`src/hw/rtl/pty_pkg.sv`:
```
// ----------------------------------------------------------------------------
// pty_pkg
// Shared types and constants for the pixel to YCbCr converter pipeline.
// ----------------------------------------------------------------------------
package pty_pkg;

    localparam int BYTE_W      = 8;
    localparam int DATA_W      = 3 * BYTE_W;
    localparam int APB_ADDR_W  = 3;
    localparam int APB_DATA_W  = 32;
    localparam int FMT_W       = 2;
    localparam int LUMA_W      = 23;
    localparam int CHROMA_W    = 18;
    localparam int SHIFTED_W   = 9;
    localparam int FRAC_LUMA   = 14;
    localparam int FRAC_CHROMA = 9;

    localparam logic [0:0] REG_INPUT_FORMAT = 1'b0;

    typedef enum logic [FMT_W-1:0] {
        FMT_RGB888 = 2'd0,
        FMT_RGB565 = 2'd1,
        FMT_YCC    = 2'd2
    } fmt_t;

    localparam logic signed [LUMA_W-1:0] Y_R = 23'sd4898;
    localparam logic signed [LUMA_W-1:0] Y_G = 23'sd9610;
    localparam logic signed [LUMA_W-1:0] Y_B = 23'sd1868;

    localparam logic signed [CHROMA_W-1:0] CB_B = 18'sd256;
    localparam logic signed [CHROMA_W-1:0] CB_R = 18'sd86;
    localparam logic signed [CHROMA_W-1:0] CB_G = 18'sd169;
    localparam logic signed [CHROMA_W-1:0] CR_R = 18'sd256;
    localparam logic signed [CHROMA_W-1:0] CR_G = 18'sd214;
    localparam logic signed [CHROMA_W-1:0] CR_B = 18'sd42;

    typedef struct packed {
        logic                     pass;
        logic signed [BYTE_W-1:0] rc;
        logic signed [BYTE_W-1:0] gc;
        logic signed [BYTE_W-1:0] bc;
    } cent_t;

    typedef struct packed {
        cent_t                      cent;
        logic signed [LUMA_W-1:0]   y_r;
        logic signed [LUMA_W-1:0]   y_g;
        logic signed [LUMA_W-1:0]   y_b;
        logic signed [CHROMA_W-1:0] cb_b;
        logic signed [CHROMA_W-1:0] cb_r;
        logic signed [CHROMA_W-1:0] cb_g;
        logic signed [CHROMA_W-1:0] cr_r;
        logic signed [CHROMA_W-1:0] cr_g;
        logic signed [CHROMA_W-1:0] cr_b;
    } prod_t;

    typedef struct packed {
        cent_t                      cent;
        logic signed [LUMA_W-1:0]   y;
        logic signed [CHROMA_W-1:0] cb;
        logic signed [CHROMA_W-1:0] cr;
    } sum_t;

endpackage

```
`src/hw/rtl/pty_unpack.sv`:
```
// ----------------------------------------------------------------------------
// pty_unpack
// First pipeline stage: reads the input bytes by format and centers them.
// ----------------------------------------------------------------------------
module pty_unpack
(
    input  logic                          clk,
    input  logic                          rst_n,
    input  logic [pty_pkg::FMT_W-1:0]     fmt,
    input  logic                          in_valid,
    output logic                          in_ready,
    input  logic [pty_pkg::DATA_W-1:0]    in_data,
    output logic                          out_valid,
    input  logic                          out_ready,
    output pty_pkg::cent_t                out_data
);

    logic                         valid_reg;
    pty_pkg::cent_t               data_reg;
    pty_pkg::cent_t               data_next;
    logic [pty_pkg::BYTE_W-1:0]   b0;
    logic [pty_pkg::BYTE_W-1:0]   b1;
    logic [pty_pkg::BYTE_W-1:0]   b2;
    logic [pty_pkg::BYTE_W-1:0]   r;
    logic [pty_pkg::BYTE_W-1:0]   g;
    logic [pty_pkg::BYTE_W-1:0]   b;
    logic [4:0]                   r5;
    logic [5:0]                   g6;
    logic [4:0]                   b5;

    assign b0 = in_data[7:0];
    assign b1 = in_data[15:8];
    assign b2 = in_data[23:16];

    assign r5 = b1[7:3];
    assign g6 = {b1[2:0], b0[7:5]};
    assign b5 = b0[4:0];

    always_comb
    begin
        data_next.pass = 1'b0;
        r = b0;
        g = b1;
        b = b2;
        unique case (fmt)
            pty_pkg::FMT_RGB565:
            begin
                r = {r5, r5[4:2]};
                g = {g6, g6[5:4]};
                b = {b5, b5[4:2]};
            end
            pty_pkg::FMT_YCC:
            begin
                data_next.pass = 1'b1;
            end
            default:
            begin
                r = b0;
                g = b1;
                b = b2;
            end
        endcase
        data_next.rc = {~r[7], r[6:0]};
        data_next.gc = {~g[7], g[6:0]};
        data_next.bc = {~b[7], b[6:0]};
    end

    assign in_ready  = !valid_reg || out_ready;
    assign out_valid = valid_reg;
    assign out_data  = data_reg;

    always_ff @(posedge clk or negedge rst_n)
    begin
        if (!rst_n)
        begin
            valid_reg <= 1'b0;
        end
        else if (in_ready)
        begin
            valid_reg <= in_valid;
        end
    end

    always_ff @(posedge clk)
    begin
        if (in_ready && in_valid)
        begin
            data_reg <= data_next;
        end
    end

endmodule

```
`src/hw/rtl/pty_mac.sv`:
```
// ----------------------------------------------------------------------------
// pty_mac
// Second and third pipeline stages: weighted products, then their sums.
// ----------------------------------------------------------------------------
module pty_mac
(
    input  logic           clk,
    input  logic           rst_n,
    input  logic           in_valid,
    output logic           in_ready,
    input  pty_pkg::cent_t in_data,
    output logic           out_valid,
    input  logic           out_ready,
    output pty_pkg::sum_t  out_data
);

    logic                                 prod_valid_reg;
    logic                                 prod_ready;
    pty_pkg::prod_t                       prod_reg;
    pty_pkg::prod_t                       prod_next;
    logic                                 sum_valid_reg;
    pty_pkg::sum_t                        sum_reg;
    pty_pkg::sum_t                        sum_next;
    logic signed [pty_pkg::LUMA_W-1:0]    rc_l;
    logic signed [pty_pkg::LUMA_W-1:0]    gc_l;
    logic signed [pty_pkg::LUMA_W-1:0]    bc_l;
    logic signed [pty_pkg::CHROMA_W-1:0]  rc_c;
    logic signed [pty_pkg::CHROMA_W-1:0]  gc_c;
    logic signed [pty_pkg::CHROMA_W-1:0]  bc_c;

    assign rc_l = pty_pkg::LUMA_W'(in_data.rc);
    assign gc_l = pty_pkg::LUMA_W'(in_data.gc);
    assign bc_l = pty_pkg::LUMA_W'(in_data.bc);
    assign rc_c = pty_pkg::CHROMA_W'(in_data.rc);
    assign gc_c = pty_pkg::CHROMA_W'(in_data.gc);
    assign bc_c = pty_pkg::CHROMA_W'(in_data.bc);

    always_comb
    begin
        prod_next.cent = in_data;
        prod_next.y_r  = rc_l * pty_pkg::Y_R;
        prod_next.y_g  = gc_l * pty_pkg::Y_G;
        prod_next.y_b  = bc_l * pty_pkg::Y_B;
        prod_next.cb_b = bc_c * pty_pkg::CB_B;
        prod_next.cb_r = rc_c * pty_pkg::CB_R;
        prod_next.cb_g = gc_c * pty_pkg::CB_G;
        prod_next.cr_r = rc_c * pty_pkg::CR_R;
        prod_next.cr_g = gc_c * pty_pkg::CR_G;
        prod_next.cr_b = bc_c * pty_pkg::CR_B;
    end

    always_comb
    begin
        sum_next.cent = prod_reg.cent;
        sum_next.y    = prod_reg.y_r + prod_reg.y_g + prod_reg.y_b;
        sum_next.cb   = prod_reg.cb_b - prod_reg.cb_r - prod_reg.cb_g;
        sum_next.cr   = prod_reg.cr_r - prod_reg.cr_g - prod_reg.cr_b;
    end

    assign prod_ready = !sum_valid_reg || out_ready;
    assign in_ready   = !prod_valid_reg || prod_ready;
    assign out_valid  = sum_valid_reg;
    assign out_data   = sum_reg;

    always_ff @(posedge clk or negedge rst_n)
    begin
        if (!rst_n)
        begin
            prod_valid_reg <= 1'b0;
            sum_valid_reg  <= 1'b0;
        end
        else
        begin
            if (in_ready)
            begin
                prod_valid_reg <= in_valid;
            end
            if (prod_ready)
            begin
                sum_valid_reg <= prod_valid_reg;
            end
        end
    end

    always_ff @(posedge clk)
    begin
        if (in_ready && in_valid)
        begin
            prod_reg <= prod_next;
        end
        if (prod_ready && prod_valid_reg)
        begin
            sum_reg <= sum_next;
        end
    end

endmodule

```
`src/hw/rtl/pty_saturate.sv`:
```
// ----------------------------------------------------------------------------
// pty_saturate
// Last stage: drops fraction bits, saturates (or passes YCC), holds output.
// ----------------------------------------------------------------------------
module pty_saturate
(
    input  logic                        clk,
    input  logic                        rst_n,
    input  logic                        in_valid,
    output logic                        in_ready,
    input  pty_pkg::sum_t               in_data,
    output logic                        out_valid,
    input  logic                        out_ready,
    output logic [pty_pkg::DATA_W-1:0]  out_data
);

    logic                                  valid_reg;
    logic [pty_pkg::DATA_W-1:0]            data_reg;
    logic [pty_pkg::DATA_W-1:0]            data_next;
    logic signed [pty_pkg::SHIFTED_W-1:0]  y_shift;
    logic signed [pty_pkg::SHIFTED_W-1:0]  cb_shift;
    logic signed [pty_pkg::SHIFTED_W-1:0]  cr_shift;

    function automatic logic [pty_pkg::BYTE_W-1:0] clamp_byte
    (
        input logic signed [pty_pkg::SHIFTED_W-1:0] v
    );
        logic [pty_pkg::BYTE_W-1:0] res;
        priority if (v > 9'sd127)
        begin
            res = 8'h7F;
        end
        else if (v < -9'sd128)
        begin
            res = 8'h80;
        end
        else
        begin
            res = v[pty_pkg::BYTE_W-1:0];
        end
        return res;
    endfunction

    assign y_shift  = pty_pkg::SHIFTED_W'(in_data.y >>> pty_pkg::FRAC_LUMA);
    assign cb_shift = pty_pkg::SHIFTED_W'(in_data.cb >>> pty_pkg::FRAC_CHROMA);
    assign cr_shift = pty_pkg::SHIFTED_W'(in_data.cr >>> pty_pkg::FRAC_CHROMA);

    always_comb
    begin
        if (in_data.cent.pass)
        begin
            data_next = {in_data.cent.bc, in_data.cent.gc, in_data.cent.rc};
        end
        else
        begin
            data_next = {clamp_byte(cr_shift), clamp_byte(cb_shift), clamp_byte(y_shift)};
        end
    end

    assign in_ready  = !valid_reg || out_ready;
    assign out_valid = valid_reg;
    assign out_data  = data_reg;

    always_ff @(posedge clk or negedge rst_n)
    begin
        if (!rst_n)
        begin
            valid_reg <= 1'b0;
        end
        else if (in_ready)
        begin
            valid_reg <= in_valid;
        end
    end

    always_ff @(posedge clk)
    begin
        if (in_ready && in_valid)
        begin
            data_reg <= data_next;
        end
    end

endmodule

```
`src/hw/rtl/pixel_to_ycbcr_converter.sv`:
```
// Each accepted item passes the unpack, product, sum and saturate registers.
// Throughput: one item per cycle; each of the four stage registers advances
// whenever the stage after it is empty or is handing its item on.
// Reset: rst_n clears all stage valid bits and sets input_format to RGB888.
// ----------------------------------------------------------------------------
// pixel_to_ycbcr_converter
// Converts one pixel per item to level-shifted YCbCr samples, with an APB
// register that selects the input format.
// ----------------------------------------------------------------------------
module pixel_to_ycbcr_converter
(
    input  logic                             clk,
    input  logic                             rst_n,
    input  logic                             psel,
    input  logic                             penable,
    input  logic                             pwrite,
    input  logic [pty_pkg::APB_ADDR_W-1:0]   paddr,
    input  logic [pty_pkg::APB_DATA_W-1:0]   pwdata,
    output logic [pty_pkg::APB_DATA_W-1:0]   prdata,
    output logic                             pready,
    input  logic                             s_tvalid,
    output logic                             s_tready,
    // Fields from bit 0 up: byte_zero, byte_one, byte_two.
    input  logic [pty_pkg::DATA_W-1:0]       s_tdata,
    output logic                             m_tvalid,
    input  logic                             m_tready,
    // Fields from bit 0 up: luma, blue_diff, red_diff.
    output logic [pty_pkg::DATA_W-1:0]       m_tdata
);

    logic [pty_pkg::FMT_W-1:0] fmt_reg;
    logic                      cfg_write;
    logic                      cent_valid;
    logic                      cent_ready;
    pty_pkg::cent_t            cent_data;
    logic                      sum_valid;
    logic                      sum_ready;
    pty_pkg::sum_t             sum_data;

    assign pready    = 1'b1;
    assign cfg_write = psel && penable && pwrite && pready
                       && (paddr[2] == pty_pkg::REG_INPUT_FORMAT);

    always_comb
    begin
        prdata = '0;
        if (paddr[2] == pty_pkg::REG_INPUT_FORMAT)
        begin
            prdata = pty_pkg::APB_DATA_W'(fmt_reg);
        end
    end

    always_ff @(posedge clk or negedge rst_n)
    begin
        if (!rst_n)
        begin
            fmt_reg <= pty_pkg::FMT_RGB888;
        end
        else if (cfg_write)
        begin
            fmt_reg <= pwdata[pty_pkg::FMT_W-1:0];
        end
    end

    pty_unpack u_unpack
    (
        .clk       (clk),
        .rst_n     (rst_n),
        .fmt       (fmt_reg),
        .in_valid  (s_tvalid),
        .in_ready  (s_tready),
        .in_data   (s_tdata),
        .out_valid (cent_valid),
        .out_ready (cent_ready),
        .out_data  (cent_data)
    );

    pty_mac u_mac
    (
        .clk       (clk),
        .rst_n     (rst_n),
        .in_valid  (cent_valid),
        .in_ready  (cent_ready),
        .in_data   (cent_data),
        .out_valid (sum_valid),
        .out_ready (sum_ready),
        .out_data  (sum_data)
    );

    pty_saturate u_saturate
    (
        .clk       (clk),
        .rst_n     (rst_n),
        .in_valid  (sum_valid),
        .in_ready  (sum_ready),
        .in_data   (sum_data),
        .out_valid (m_tvalid),
        .out_ready (m_tready),
        .out_data  (m_tdata)
    );

endmodule

```
`config.mk`:
```
export PLATFORM = sky130hd
export DESIGN_NAME = pixel_to_ycbcr_converter
export DESIGN_NICKNAME = d
export VERILOG_FILES = /design/src/hw/rtl/pty_pkg.sv /design/src/hw/rtl/pty_unpack.sv /design/src/hw/rtl/pty_mac.sv /design/src/hw/rtl/pty_saturate.sv /design/src/hw/rtl/pixel_to_ycbcr_converter.sv
export SDC_FILE = /design/constraint.sdc
export NUM_CORES = 1
export LEC_CHECK = 0
export BUFFER_PORTS_ARGS = -buffer_cell sky130_fd_sc_hd__buf_2
export CAP_MARGIN = 20
export CORE_MARGIN = 8
export CORE_UTILIZATION = 55
export CTS_CLUSTER_SIZE = 16
export DETAILED_ROUTE_END_ITERATION = 10
export HOLD_SLACK_MARGIN = 0.03
export PLACE_DENSITY_LB_ADDON = 0.08
export SLEW_MARGIN = 10
export SYNTH_ARGS = -nofsm -noshare
export SYNTH_HDL_FRONTEND = slang
export SYNTH_SLANG_ARGS = --single-unit
```
`constraint.sdc`:
```
create_clock -name clk -period 11.8 [get_ports clk]
set_input_delay 1.77 -clock clk [delete_from_list [all_inputs] [get_ports clk]]
set_output_delay 1.77 -clock clk [all_outputs]
set_load 0.02 [all_outputs]
```
==> flow_metrics.tcl <==
set metrics [dict create \
    min_period_over_period_pct 44.59 \
    hold_violations 0 \
    ys.flop_type "edfxtp_1" \
    clkSlewWorstSetupHoldPaths_ps 60 \
    dr.pass1.iters 5 \
    rsz0062_at_grt "false" \
    row_count 69 \
    post-route-min-period_ps 5261 \
    drive_above_1_share_pct 7.823 \
    start_util_pct 55.42 \
    clock-sinks 241 \
    synth-seq-cells 241 \
    vias 12294 \
    max-slew-margin-rel_pct 37.07 \
    antenna_cells 0 \
    fin_nets 2323 \
    grt_max_degree 77 \
    grt_pass1_vias 12569 \
    clk_latency_ps 550 \
    routedWlPerCell_um 18.32 \
    stdcell_count 2289 \
    grt_pass1_wl_um 66940 \
    dieWidth_um 204.6 \
    h-tree-depth 1 \
    drt_wl_total_um 41940 \
    cts-root-buf "clkbuf_16" \
    gr-usage-all-layers_pct 20.47 \
    dp_cells 2238 \
    synth_edf_count 235 \
    hold_buffers 0 \
    cts_buffers 26 \
    crit_type "reg2reg" \
    dp_slack_ps 6588 \
    ys_seq_area_share_pct 36.83 \
    fin_tns_setup_ps 0 \
    clockBufferDepth 3 \
    syn_inst 1724 \
    regArea_um2 7207 \
    crit_required_ps 12090 \
    die_h_um 204.6 \
    cts_tree "yes" \
    crit_path_max_fanout 10 \
    ant_nets 0 \
    gp_congestion 0.8693 \
    synth_area_um2 19570 \
    antenna_found_initial 2 \
    ys_async_sr_fraction_pct 2.490 \
    syn_area_per_cell_um2 11.35 \
    grt_overflow_total 0 \
    setup_ws_ps 6539 \
    hold_path.class "reg2reg" \
    synth.distinct_cells 78 \
    status "finished clean" \
    worst_ep_arrival_time_ps 5550 \
    hpwl_um 33020 \
    post-route-util_pct 60.10 \
    setup.worst_path.end_class "flip-flop" \
    die_area_um2 41870 \
    pin_count 125 \
    final_cell_mix "316 x ha_1, 308 x inv_1, 235 x edfxtp_1" \
    largest_register_ffs 134 \
    n_fill_cell 2951 \
    cts_resized 0 \
    cts_setup_buffers 0 \
    fmax_ghz 0.1901 \
    multiInputGateArea_um2 11020 \
    drt-initial-drc-count 764 \
    viasPerCell 5.371 \
    final_common_cell "ha_1" \
    setup_viol_count_final 0 \
    coreArea_um2 35310 \
    finClkSkew_ps 18.51 \
    syn_to_final_growth_pct 8.453 \
    yosys_warnings 0 \
    port_buffers 61 \
    drv_slew 0 \
    maxCapViolCount 0 \
    startpoint_type "flip-flop" \
    worst-slew-pin-transition_ps 943.9 \
    drc_errors 0 \
]
layout make-up:
class                   instances  share of cell area [%]
multi-input cells            1157                   51.92
flip-flops and latches        241                   33.96
inverters                     310                   5.483
clock buffers                  27                   3.084
well taps                     461                   2.718
repair buffers                 72                   1.851
clock inverters                21                  0.9787
cells in the mapped netlist (3+ instances only):
cell | number | share of area [%]
nor3_1 | 14 | 0.36
mux2i_1 | 8 | 0.41
a21o_1 | 26 | 1.0
or2_2 | 3 | 0.096
mux2_2 | 11 | 0.63
nand2b_1 | 13 | 0.42
a221oi_1 | 5 | 0.22
ha_1 | 316 | 20
o21ai_1 | 3 | 0.077
and3_1 | 7 | 0.22
and4_1 | 3 | 0.13
xor2_1 | 28 | 1.3
a211o_1 | 3 | 0.13
maj3_1 | 7 | 0.36
a311o_1 | 3 | 0.15
o22ai_1 | 3 | 0.096
o41ai_2 | 4 | 0.33
o21ai_0 | 57 | 1.5
nand3_1 | 19 | 0.49
clkbuf_1 | 12 | 0.23
dfrtp_1 | 6 | 0.77
nor2_1 | 55 | 1.1
inv_1 | 308 | 5.9
nand4b_1 | 3 | 0.13
o211ai_1 | 12 | 0.46
o21a_1 | 13 | 0.50
nor2b_1 | 15 | 0.48
o21bai_1 | 12 | 0.46
and2_1 | 6 | 0.19
a21oi_1 | 71 | 1.8
fa_1 | 133 | 14
o221ai_1 | 3 | 0.13
nand2_1 | 115 | 2.2
a31oi_1 | 11 | 0.35
a22oi_1 | 3 | 0.12
nand4_1 | 9 | 0.29
buf_4 | 31 | 1.2
xnor2_1 | 71 | 3.2
edfxtp_1 | 235 | 36
or3_1 | 5 | 0.16
a211oi_1 | 11 | 0.42
o31a_1 | 5 | 0.22
metal layers:
layer / track usage (%) / vias to the layer above / share of wire (%)
met2: 34.38 / 215 / 48
met5: 0 / - / 0
met4: 6.043 / 0 / 2.6
met1: 27.47 / 5955 / 46
li1: - / 6066 / -
met3: 2.625 / 58 / 4.1
final timing paths:
path | start | to | slack (ps) | cells after the start
max in group asynchronous | rst_n | fmt_reg[0]$_DFFE_PN0P_ | 10610 | 1
min in group asynchronous | rst_n | u_unpack.out_valid$_DFFE_PN0N_ | 1040 | 1
worst min-delay path | u_unpack.out_data[24]$_DFFE_PP_ | u_mac.prod_reg[201]$_DFFE_PP_ | 420 | 0
worst max-delay path | u_unpack.out_data[14]$_DFFE_PP_ | u_mac.prod_reg[152]$_DFFE_PP_ | 6540 | 15
worst min register to register | u_unpack.out_data[24]$_DFFE_PP_ | u_mac.prod_reg[201]$_DFFE_PP_ | 420 | 0
worst max register to register | u_unpack.out_data[14]$_DFFE_PP_ | u_mac.prod_reg[152]$_DFFE_PP_ | 6540 | 15
worst max-delay path, stage by stage, from the launching register on:
cell and delay (ps):
edfxtp_1 820, inv_1 330, ha_1 420, inv_1 330
ha_1 250, inv_1 60, fa_1 460, fa_1 550
inv_1 50, ha_1 240, a21oi_1 240, o21bai_1 120
a22oi_1 360, o21ai_2 130, mux2i_1 140, a2111oi_2 500
kinds of logic after synthesis:
family / share of synthesized area [%]
xor+xnor: 4.431
other cells: 0.03838
flops: 36.83
mux: 1.042
simple gates: 6.714
buf+inv: 7.443
fa+ha+maj: 34.17
compound gates: 9.329
per-stage QoR:
step / hold WS (ps) / instance area (µm²)
finish: 415.9 / 21220
global route: 423.0 / 21220
CTS: 417.4 / 21190
detailed placement: 404.5 / 20330
global placement: 401.1 / 20330
floorplan: 400.3 / 19680
Power is not shown: default switching activity piles up to over one toggle a cycle in this logic, so the estimate is an artifact.
